--- src/rtl/core/wgs_pkg.sv ---
// Package for the waypoint guidance step: widths, command codes, CORDIC angle table.
// No dependencies.
`default_nettype none
package wgs_pkg;
	localparam int QueueDepthDef = 16;
	localparam int CoordBitsDef = 24;
	localparam int CordicStepsDef = 16;
	localparam int AngleTableLen = 24;
	localparam logic signed [33:0] CordicStart = 34'sd652032874;

	typedef enum logic [1:0] {
		CMD_TICK  = 2'd0,
		CMD_ADD   = 2'd1,
		CMD_CLEAR = 2'd2,
		CMD_POSE  = 2'd3
	} cmd_t;

	typedef enum logic [1:0] {
		REG_SPEED  = 2'd0,
		REG_RADIUS = 2'd1,
		REG_TURN   = 2'd2,
		REG_CLIMB  = 2'd3
	} reg_idx_t;

	function automatic logic [31:0] angle_at(input logic [4:0] i);
		logic [31:0] r;
		begin
			unique case (i)
				5'd0: r = 32'h20000000; 5'd1: r = 32'h12E4051E;
				5'd2: r = 32'h09FB385B; 5'd3: r = 32'h051111D4;
				5'd4: r = 32'h028B0D43; 5'd5: r = 32'h0145D7E1;
				5'd6: r = 32'h00A2F61E; 5'd7: r = 32'h00517C55;
				5'd8: r = 32'h0028BE53; 5'd9: r = 32'h00145F2F;
				5'd10: r = 32'h000A2F98; 5'd11: r = 32'h000517CC;
				5'd12: r = 32'h00028BE6; 5'd13: r = 32'h000145F3;
				5'd14: r = 32'h0000A2FA; 5'd15: r = 32'h0000517D;
				5'd16: r = 32'h000028BE; 5'd17: r = 32'h0000145F;
				5'd18: r = 32'h00000A30; 5'd19: r = 32'h00000518;
				5'd20: r = 32'h0000028C; 5'd21: r = 32'h00000146;
				5'd22: r = 32'h000000A3; 5'd23: r = 32'h00000051;
				default: r = 32'h0;
			endcase
			return r;
		end
	endfunction
endpackage
`default_nettype wire

--- src/rtl/core/wgs_cordic.sv ---
// Shared iterative CORDIC unit, one micro-rotation per cycle, vectoring or rotation mode.
// Depends on wgs_pkg.
`default_nettype none
module wgs_cordic import wgs_pkg::*; #(
	parameter int CordicSteps = CordicStepsDef
) (
	input  wire logic clk,
	input  wire logic arst_n,
	input  wire logic start,
	input  wire logic vectoring,
	input  wire logic signed [35:0] x_in,
	input  wire logic signed [35:0] y_in,
	input  wire logic signed [33:0] z_in,
	output logic done,
	output logic signed [35:0] x_out,
	output logic signed [35:0] y_out,
	output logic signed [33:0] z_out
);
	localparam int IterW = $clog2(CordicSteps + 1);
	logic signed [35:0] x_q, y_q;
	logic signed [33:0] z_q;
	logic [IterW-1:0] iter_q;
	logic busy_q, vec_q, dir;
	logic signed [35:0] xs, ys;
	logic signed [33:0] ang;

	assign xs = x_q >>> iter_q;
	assign ys = y_q >>> iter_q;
	assign ang = $signed({2'b00, angle_at(5'(iter_q))});
	assign dir = vec_q ? (y_q > 0) : (z_q >= 0);

	always_ff @(posedge clk or negedge arst_n) begin
		if (!arst_n) begin
			busy_q <= 1'b0;
			done <= 1'b0;
			iter_q <= '0;
		end else begin
			done <= 1'b0;
			if (start) begin
				busy_q <= 1'b1;
				iter_q <= '0;
			end else if (busy_q) begin
				if (iter_q == IterW'(CordicSteps - 1)) begin
					busy_q <= 1'b0;
					done <= 1'b1;
				end
				iter_q <= iter_q + 1'b1;
			end
		end
	end

	always_ff @(posedge clk) begin
		if (start) begin
			x_q <= x_in;
			y_q <= y_in;
			z_q <= z_in;
			vec_q <= vectoring;
		end else if (busy_q) begin
			if (vec_q) begin
				if (dir) begin
					x_q <= x_q + ys; y_q <= y_q - xs; z_q <= z_q + ang;
				end else begin
					x_q <= x_q - ys; y_q <= y_q + xs; z_q <= z_q - ang;
				end
			end else begin
				if (dir) begin
					x_q <= x_q - ys; y_q <= y_q + xs; z_q <= z_q - ang;
				end else begin
					x_q <= x_q + ys; y_q <= y_q - xs; z_q <= z_q + ang;
				end
			end
		end
	end

	assign x_out = x_q;
	assign y_out = y_q;
	assign z_out = z_q;
endmodule
`default_nettype wire

--- config.mk ---
export PLATFORM = sky130hd
export DESIGN_NAME = wgs_cordic
export DESIGN_NICKNAME = d
export VERILOG_FILES = /design/src/rtl/core/wgs_pkg.sv /design/src/rtl/core/wgs_cordic.sv
export SDC_FILE = /design/constraint.sdc
export NUM_CORES = 1
export LEC_CHECK = 0
export BUFFER_PORTS_ARGS = -buffer_cell sky130_fd_sc_hd__buf_2
export CORE_UTILIZATION = 35
export DETAILED_ROUTE_END_ITERATION = 16
export GPL_ROUTABILITY_DRIVEN = 0
export PLACE_DENSITY = 0.55
export SYNTH_ARGS = -nofsm -noshare
export SYNTH_HDL_FRONTEND = slang
export SYNTH_SLANG_ARGS = --single-unit
--- constraint.sdc ---
create_clock -name clk -period 6.1 [get_ports clk]
set_input_delay 0.915 -clock clk [delete_from_list [all_inputs] [get_ports clk]]
set_output_delay 0.915 -clock clk [all_outputs]
set_load 0.02 [all_outputs]
=== Word level (Yosys, flattened, before mapping) ===
Memory sizes are Yosys's and may differ from the RTL's.
Index checks and enable logic that the tools add are counted.

* Register bits: 114
* Bits in latches: 0
* Memory bits (writable): 0
* Memory bits (read-only): 960
* Word-level logic and storage cells: 45
* Memories kept: 1

* Add/sub/neg operators: 7
* Multiply operators: 0
* Div/mod/pow operators: 0
* Magnitude comparators: 2
* Eq/ne operators: 1
* Shift-type cells: 2
* Mux-type cells: 24
* Bitwise logic cells: 0
* Reduce and logical (&&, ||, !) cells: 1

{| class="wikitable"
|+ Memory list
! memory !! depth !! width !! read ports !! clocked after Yosys merged registers in !! write ports !! RTL line !! source
|-
| (name not given) || 32 || 30 || 1 || 0 || 0 || wgs_pkg.sv:28 || <nowiki>unique case (i)</nowiki>
|}

{| class="wikitable"
|+ Operators by type and width
! cell !! number
|-
| 2-to-1 mux 36 bit || 10
|-
| 2-to-1 mux 34 bit || 5
|-
| adder 36 bit || 2
|-
| >>> shifter 36 x 5 -> 36 bit || 2
|-
| subtractor 36 bit || 2
|-
| > comparator 36 x 1 -> 1 bit (second input constant) || 1
|-
| adder 34 x 33 -> 34 bit || 1
|-
| >= comparator 34 x 1 -> 1 bit (second input constant) || 1
|-
| subtractor 34 x 33 -> 34 bit || 1
|-
| 2-to-1 mux 5 bit || 2
|-
| 2-to-1 mux 1 bit || 7
|-
| adder 5 x 1 -> 5 bit (second input constant) || 1
|-
| == test 5 x 4 -> 1 bit (second input constant) || 1
|-
| nonzero test 2 bit || 1
|}

=== Logic depth before layout (Yosys ltp) ===
Gate-level depths: netlist of run 1.

* Depth after elaboration: 6
* Gate-level depth with buffers: 23
* Mapped depth without buffers: 20

=== Least setup slack after synthesis of run 1 ===
No wires, ideal clock.

* Path type: reg-to-reg
* Start: register iter_q[0]
* End: register y_q[29] (netlist: y_out[29]) (data pin)
* Setup time: 260 ps
* Arrival: 4,966 ps
* Setup slack: 874 ps
* Cell stages (with the launch flop): 20
* Period minus slack after synthesis: 5,226 ps
* Cells stage by stage: dfrtp_1 clkbuf_1 buf_1 mux4_2 nand2_1 o21ai_0 o21ai_0 nor2_1 nor2_1 ha_1 buf_2 or4_4 or3_1 o311a_4 a21oi_2 a21oi_2 o211a_1 o31ai_2 xnor2_1 mux2_2

* Word-level cells in the longest chain between the ends: 6
* Elaborated cells on any way between the ends: 8
* Classes of those cells: 2 x add/sub; 1 x shift; 5 x mux

{| class="wikitable"
|+ RTL lines
! what !! RTL line !! source
|-
| start, declared || wgs_cordic.sv:22 || <nowiki>logic [IterW-1:0] iter_q;</nowiki>
|-
| start signal, assigned || wgs_cordic.sv:47 || <nowiki>iter_q <= iter_q + 1'b1;</nowiki>
|-
| >>> shifter 36 x 5 -> 36 bit (*) || wgs_cordic.sv:27 || <nowiki>assign xs = x_q >>> iter_q;</nowiki>
|-
| subtractor 36 bit / adder 36 bit (equally long branches) || -- ||
|-
| 2-to-1 mux 36 bit, on equally long branches || wgs_cordic.sv:66, wgs_cordic.sv:60 ||
|-
| 2-to-1 mux 36 bit (*) || wgs_cordic.sv:59 || <nowiki>if (vec_q) begin</nowiki>
|-
| 2-to-1 mux 36 bit (*) || wgs_cordic.sv:58 || <nowiki>end else if (busy_q) begin</nowiki>
|-
| 2-to-1 mux 36 bit (*) || wgs_cordic.sv:53 || <nowiki>if (start) begin</nowiki>
|-
| end signal, assigned || wgs_cordic.sv:55 || <nowiki>y_q <= y_in;</nowiki>
|-
| end signal, assigned || wgs_cordic.sv:61 || <nowiki>x_q <= x_q + ys; y_q <= y_q - xs; z_q <= z_q + ang;</nowiki>
|-
| end signal, assigned || wgs_cordic.sv:67 || <nowiki>x_q <= x_q - ys; y_q <= y_q + xs; z_q <= z_q - ang;</nowiki>
|-
| end, declared || wgs_cordic.sv:20 || <nowiki>logic signed [35:0] x_q, y_q;</nowiki>
|}

Mark *: on every way between the ends. The rest lies on a longest branch, timed or not. The select of a mux whose other input is x is not followed.
A chain may end at the register's enable or synchronous reset.

=== Worst setup path in the final report of run 1 ===
* Start: register iter_q[1]
* End: register x_q[26] (netlist: x_out[26]) (data pin)

* Word-level cells in the longest chain between the ends: 6
* Elaborated cells on any way between the ends: 8
* Classes of those cells: 2 x add/sub; 1 x shift; 5 x mux

{| class="wikitable"
|+ RTL lines
! what !! RTL line !! source
|-
| >>> shifter 36 x 5 -> 36 bit (*) || wgs_cordic.sv:28 || <nowiki>assign ys = y_q >>> iter_q;</nowiki>
|-
| adder 36 bit / subtractor 36 bit (equally long branches) || -- ||
|-
| 2-to-1 mux 36 bit, on equally long branches || wgs_cordic.sv:66, wgs_cordic.sv:60 ||
|-
| 2-to-1 mux 36 bit (*) || wgs_cordic.sv:59 ||
|-
| 2-to-1 mux 36 bit (*) || wgs_cordic.sv:58 ||
|-
| 2-to-1 mux 36 bit (*) || wgs_cordic.sv:53 ||
|-
| end signal, assigned || wgs_cordic.sv:54 || <nowiki>x_q <= x_in;</nowiki>
|-
| end signal, assigned || wgs_cordic.sv:61 ||
|-
| end signal, assigned || wgs_cordic.sv:67 ||
|-
| end, declared || wgs_cordic.sv:20 ||
|}

Marked as above.

==> qor.json, run 1 <==
{
  "outcome": "complete, no violations",
  "fin_worst_hold_slack_ps": 277.6,
  "post-synth-top-area-cell": "sky130_fd_sc_hd__edfxtp_1",
  "dpl-instance-area_sq_mm": 0.02251,
  "detailed_place_hpwl_microns": 61980,
  "timing.setup.critical_path_class": "flop to flop",
  "reg2reg_depth": 20,
  "cts_root_buf": "sky130_fd_sc_hd__clkbuf_16",
  "worstPathMaxFanout": 41,
  "final_layout_net_count": 3295,
  "synth-seq-area-share_pct": 16.31,
  "die-area_sq_mm": 0.06034,
  "drt-wirelength-per-cell_microns": 21.16,
  "cp_data_arrival_time_ps": 6210,
  "row_count": 88,
  "die-width_microns": 245.6,
  "endpoint_kind": "flop",
  "final_cell_area_sq_mm": 0.02307,
  "clock-sinks": 114,
  "cts_resized": 0,
  "max-slew-margin-rel_pct": 30.79,
  "r2r-start": "iter_q[1]",
  "initial_utilization_pct": 35.74,
  "preCtsSetupSlack_ps": 349.6,
  "cap_violations": 0,
  "synthArstFlopShare_pct": 6.140,
  "clk-insertion-delay-late_ps": 510,
  "hold_viol_final": 0,
  "synth_top_cells_by_count": "354 x sky130_fd_sc_hd__nand2_1, 292 x sky130_fd_sc_hd__nor2_1, 239 x sky130_fd_sc_hd__a21oi_1",
  "grt_util_all_layers_pct": 25.65,
  "design.core.area_sq_mm": 0.05814,
  "timing.final.setup_violations": 0,
  "setup_ws_ps": 140.0,
  "post_synth_main_area_contributors": "sky130_fd_sc_hd__edfxtp_1 15%, sky130_fd_sc_hd__ha_1 13%, sky130_fd_sc_hd__nand2_1 6.4%",
  "die-height_microns": 245.6,
  "synth-warning-count": 0,
  "critPathLaunch": "iter_q[1]",
  "final.setup.tns_ps": 0,
  "global_route_wire_length_before_repair_microns": 120900,
  "drt_first_pass_iters": 9,
  "crit_path_start_kind": "flop",
  "clk_pin_slew_ps": 60,
  "layout-drive-gt1-share_pct": 13.74,
  "storage_cell_area_sq_mm": 0.003400,
  "min_path_type": "input pin to async pin",
  "final_clock_period_utilization_by_the_worst_path_pct": 97.70,
  "detail_route.iter0.violations": 3167,
  "largest_net_degree_at_the_start_of_global_routing": 105,
  "count_of_nets_left_with_antenna_violations_after_detail_routing": 0,
  "cts_max_path_buffers": 2,
  "clock-skew-final_ps": 18.24,
  "fillerInstances": 6134,
  "avgViaCountPerCell": 6.011,
  "synthToLayoutAreaGrowth_pct": 11.06,
  "post-route-min-period_ps": 5960,
  "report.final.slew_viol_count": 0,
  "cts_post_setup_buffers_inserted": 0,
  "numCtsBuffers": 17,
  "syn-num-nets": 3204,
  "count_of_flip_flops_with_a_built_in_enable_after_synthesis": 107,
  "synth.distinct_cells": 82,
  "htree_num_levels": 4,
  "synthesis.instances": 2865,
  "regToRegSetupSlack_ps": 140,
  "tritoncts_clock_tree": "built",
  "total_of_hold_buffers_inserted_after_clock_tree_synthesis": 0,
  "grt_pass1_vias": 20634,
  "req_time_crit_path_ps": 6350,
  "yosys_most_used_dff": "sky130_fd_sc_hd__edfxtp_1",
  "synth_area_sq_mm": 0.02078,
  "totalWireLength_microns": 79020,
  "critical_path.endpoint": "x_out[26]",
  "grt_antenna_before_repair": 4,
  "synth.ff_latch_count": 114,
  "pin_slew_with_the_least_headroom_to_its_limit_ps": 1038,
  "vias": 22450,
  "floorplan.io_pins": 217,
  "grt_overflow": 0,
  "grt_setup_unrepaired": "no",
  "port_buffers": 216,
  "fmax_ghz": 0.1678,
  "regToRegEndpoint": "x_out[26]",
  "netlist.area_leader.share_pct": 15.47,
  "synthesis.area_per_instance_sq_um": 7.252,
  "detail_route.drc_violations": 0,
  "multi_input_area_sq_mm": 0.01585,
  "most_numerous_cell_in_the_yosys_netlist": "sky130_fd_sc_hd__nand2_1"
}
-- cell usage in the layout (no fill, tap or decap), drive strengths merged, types with 29 or more instances in the layout --
cell type  netlist  final
nor2b           38     38
xnor2           79     79
nand3           40     40
mux2i           80     80
nor2           292    292
o21bai          45     45
nand2b          35     35
a211oi          49     49
edfxtp         107    107
nand2          354    354
a21o            56     56
nor4            37     37
inv            211    212
buf             42    267
o21ai          227    227
o21a            42     42
mux2            43     43
nor3            54     54
ha             223    223
a21oi          241    241
a31oi           29     29
-- routing by layer --
metal	part of all wire, %	wire, microns	global-route usage [%]
met5	0.022	17	0
met4	3.1	2476	8.933
met3	8.5	6705	5.359
met2	43	34240	38.96
met1	45	35580	35.60
-- registers in the layout, indices dropped and copies added (netlist names) --
name,cells
x_out,36
y_out,36
z_out,34
iter_q,5
busy_q,1
done,1
vec_q,1
-- per-stage QoR --
stage,cells,util [%]
after floorplan,2865,-
after global placement,3702,38.72
after detailed placement,3702,38.72
after CTS,3734,39.69
after global routing,3735,39.69
final,3735,39.69
-- cell families (layout without fill, tap and decap cells) --
logic type | Yosys count | in the layout | synth area share, %
xor gates and xnor gates | 107 | 107 | 4.511
muxes | 151 | 151 | 9.220
DFF | 114 | 114 | 16.31
other | 0 | 1 | 0
and+or+nand+nor | 956 | 956 | 20.73
AOI/OAI and AO/OA | 900 | 900 | 27.75
adders and majority gates | 229 | 229 | 14.01
buffers and inverters | 408 | 512 | 7.468
-- worst min path at each step --
stage,end,slack (ps)
after floorplan,busy_q,620
after global placement,done,690
after detailed placement,done,670
after CTS,done,240
after global routing,done,260
final,done,280
-- final cells by class --
type,instances,share of cell area (%)
Timing Repair Buffer,267,6.534
Clock inverter,4,0.08676
Multi-Input combinational cell,2343,68.69
Antenna cell,1,0.01084
Clock buffer,28,2.337
Sequential cell,114,14.73
Tap cell,765,4.148
Inverter,213,3.465
-- worst max-delay path: stages (launching register included) --
cell,delay (ps)
sky130_fd_sc_hd__dfrtp_4,730
sky130_fd_sc_hd__buf_4,400
sky130_fd_sc_hd__mux2_2,390
sky130_fd_sc_hd__o21ai_0,390
sky130_fd_sc_hd__mux2i_1,170
sky130_fd_sc_hd__a21oi_1,210
sky130_fd_sc_hd__mux2i_1,190
sky130_fd_sc_hd__ha_1,260
sky130_fd_sc_hd__inv_1,80
sky130_fd_sc_hd__fa_1,190
sky130_fd_sc_hd__or2_1,130
sky130_fd_sc_hd__a221oi_1,110
sky130_fd_sc_hd__o31ai_1,470
sky130_fd_sc_hd__o211ai_1,180
sky130_fd_sc_hd__buf_4,180
sky130_fd_sc_hd__a211o_1,300
sky130_fd_sc_hd__a31oi_1,500
sky130_fd_sc_hd__nand2_1,210
sky130_fd_sc_hd__mux2i_1,210
sky130_fd_sc_hd__xnor2_1,130
sky130_fd_sc_hd__mux2_2,270
Power of run 1 is not shown: default switching activity piles up to over one toggle a cycle in this logic, so the estimate is an artifact.
==> run 2, diff against run 1 <==
--- a/config.mk
+++ b/config.mk
@@ -5,11 +5,11 @@
 export SDC_FILE = /design/constraint.sdc
 export NUM_CORES = 1
 export LEC_CHECK = 0
-export BUFFER_PORTS_ARGS = -buffer_cell sky130_fd_sc_hd__buf_2
 export CORE_UTILIZATION = 35
 export DETAILED_ROUTE_END_ITERATION = 16
+export DONT_BUFFER_PORTS = 1
 export GPL_ROUTABILITY_DRIVEN = 0
-export PLACE_DENSITY = 0.55
+export PLACE_DENSITY = 0.52
 export SYNTH_ARGS = -nofsm -noshare
 export SYNTH_HDL_FRONTEND = slang
 export SYNTH_SLANG_ARGS = --single-unit
==> qor.json, run 2 (synthesis results as in run 1) <==
{
  "outcome": "complete, no violations",
  "grt_antenna_before_repair": {"value": 1, "change": "-3"},
  "layout-drive-gt1-share": {"value": 7.417, "unit": "%", "change": "-6.3 points"},
  "timing.final.setup_violations": {"value": 0, "change": "unchanged"},
  "critPathMaxStageDelay": {"value": 640, "unit": "ps", "change": "-90 ps"},
  "min_path_type": "input pin to async pin",
  "timing.critical_path.cells": "buf_4 > mux2_2 > o21ai_0 > o21ai_0 > mux2i_1 > nor2_1 > nor2_1 > ha_1 > nor2b_1 > o21ai_0 > o211ai_1 > o311ai_1 > a21oi_1 > o211a_1 > a2111oi_0 > a311oi_1 > xnor2_1 > o21ai_1",
  "clk_pin_slew": {"value": 80, "unit": "ps", "change": "+20 ps"},
  "cp_data_arrival_time": {"value": 6070, "unit": "ps", "change": "-140 ps"},
  "fmax": {"value": 0.1719, "unit": "GHz", "change": "+2.5%"},
  "final_clock_period_utilization_by_the_worst_path": {"value": 95.35, "unit": "%", "change": "-2.4 points"},
  "die-width": {"value": 245.6, "unit": "microns", "change": "unchanged"},
  "die-height": {"value": 245.6, "unit": "microns", "change": "unchanged"},
  "floorplan.io_pins": {"value": 217, "change": "unchanged"},
  "avgViaCountPerCell": {"value": 6.027, "change": "+0.27%"},
  "r2r-start": "iter_q[1]",
  "port_buffers": {"value": 0, "change": "-100%"},
  "clk-insertion-delay-late": {"value": 510, "unit": "ps", "change": "about the same"},
  "detail_route.iter0.violations": {"value": 2591, "change": "-18%"},
  "cts_root_buf": "sky130_fd_sc_hd__clkbuf_16",
  "crit_path_start_kind": "flop",
  "final.setup.tns": {"value": 0, "unit": "ps", "change": "unchanged"},
  "layout_commonest_cell": "sky130_fd_sc_hd__nand2_1",
  "grt_util_all_layers": {"value": 25.68, "unit": "%", "change": "+0.031 points"},
  "hold_viol_final": {"value": 0, "change": "unchanged"},
  "max-slew-margin-rel": {"value": 30.85, "unit": "%", "change": "+0.064 points"},
  "total_of_hold_buffers_inserted_after_clock_tree_synthesis": {"value": 0, "change": "unchanged"},
  "crit_family": "compound AO/OA/AOI/OAI gates",
  "grt_pass1_vias": {"value": 19838, "change": "-3.9%"},
  "critPathMostFrequentCell": "sky130_fd_sc_hd__o21ai_0",
  "timing.critical_path.buf_inv": {"value": 1, "change": "-2"},
  "grt_overflow": {"value": 0, "change": "unchanged"},
  "worstPathMaxFanout": {"value": 26, "change": "-37%"},
  "design.core.area": {"value": 0.05814, "unit": "sq mm", "change": "unchanged"},
  "global_route_wire_length_before_repair": {"value": 119700, "unit": "microns", "change": "-1.0%"},
  "timing.setup.critical_path_class": "flop to flop",
  "htree_num_levels": {"value": 4, "change": "unchanged"},
  "vias": {"value": 21276, "change": "-5.2%"},
  "regToRegEndpoint": "x_out[33]",
  "req_time_crit_path": {"value": 6350, "unit": "ps", "change": "about the same"},
  "final_layout_net_count": {"value": 3090, "change": "-6.2%"},
  "synthToLayoutAreaGrowth_pct": 6.667,
  "detail_route.drc_violations": {"value": 0, "change": "unchanged"},
  "critPathSlowestCell": "sky130_fd_sc_hd__dfrtp_4",
  "drt_first_pass_iters": {"value": 6, "change": "-3"},
  "mostFrequentLayoutCells": "354 x sky130_fd_sc_hd__nand2_1, 291 x sky130_fd_sc_hd__nor2_1, 239 x sky130_fd_sc_hd__a21oi_1",
  "drt-wirelength-per-cell": {"value": 22.46, "unit": "microns", "change": "+6.2%"},
  "cts_max_path_buffers": {"value": 2, "change": "unchanged"},
  "reg2reg_depth": {"value": 18, "change": "-10%"},
  "initial_utilization": {"value": 35.74, "unit": "%", "change": "unchanged"},
  "endpoint_kind": "flop",
  "tritoncts_clock_tree": "built",
  "row_count": {"value": 88, "change": "unchanged"},
  "count_of_nets_left_with_antenna_violations_after_detail_routing": {"value": 0, "change": "unchanged"},
  "clock-sinks": {"value": 114, "change": "unchanged"},
  "detailed_place_hpwl": {"value": 61790, "unit": "microns", "change": "-0.31%"},
  "pin_slew_with_the_least_headroom_to_its_limit": {"value": 1037, "unit": "ps", "change": "-0.9541 ps"},
  "clock-skew-final": {"value": 20.30, "unit": "ps", "change": "+2.059 ps"},
  "grt_setup_unrepaired": "no",
  "regToRegSetupSlack": {"value": 280, "unit": "ps", "change": "+140 ps"},
  "totalWireLength": {"value": 79300, "unit": "microns", "change": "+0.35%"},
  "report.final.slew_viol_count": {"value": 0, "change": "unchanged"},
  "cap_violations": {"value": 0, "change": "unchanged"},
  "numCtsBuffers": {"value": 17, "change": "unchanged"},
  "die-area": {"value": 0.06034, "unit": "sq mm", "change": "unchanged"},
  "largest_net_degree_at_the_start_of_global_routing": {"value": 203, "change": "+93%"},
  "post-route-min-period": {"value": 5816, "unit": "ps", "change": "-143.8 ps"}
}
-- run 2: cell types whose count changed in the layout (fill, tap and decap cells not counted), sizes merged --
cell      before  now
bufinv         0    4
clkinvlp       0    2
clkbuf        28   19
clkinv         5    8
buf          267   62
-- run 2: how the worst max path moves through the flow --
stage                    from         to  cells after the start
floorplan           iter_q[0]  y_out[29]                     19
global placement    iter_q[1]  x_out[33]                     18
detailed placement  iter_q[1]  x_out[33]                     18
CTS                 iter_q[1]  x_out[33]                     18
global route        iter_q[1]  x_out[33]                     18
finish              iter_q[1]  x_out[33]                     18
-- run 2: repair_timing --
| action | CTS | global route |
|---|---|---|
| buffers inserted | 0 | 1 |
| gates resized for setup | 0 | 1 |
| setup endpoints to repair | 0 | 5 |
-- run 2: cell type report --
cell class / count / area, sq um
Sequential cell: 114 / 3400
Clock inverter: 13 / 166.4
Timing Repair Buffer: 62 / 548.0
Multi-Input combinational cell: 2343 / 15860
Tap cell: 765 / 957.2
Fill cell: 6153 / 35970
Inverter: 213 / 799.5
Antenna cell: 1 / 2.502
Clock buffer: 19 / 432.9
-- run 2: layer usage --
layer	track usage, %	share of wire, %	up-vias	wire [microns]
met5	0	0	-	0
met4	9.463	3.1	0	2493
met3	5.140	7.9	112	6276
met2	38.85	43	957	34470
met1	35.71	45	10162	36050
li1	-	-	10045	-
-- run 2: per-stage QoR --
step	hold WS, ps	instances	worst slack [ps]	utilization, %	instance area [sq um]
final	92.33	3530	283.8	38.12	22160
after global routing	62.33	3530	107.7	38.12	22160
after CTS	48.36	3528	339.3	38.08	22140
after detailed placement	619.6	3496	389.0	37.05	21540
after global placement	619.7	3496	459.0	37.05	21540
after floorplan	619.4	2865	873.8	-	20780
Power of run 2 is left out for the same reason.
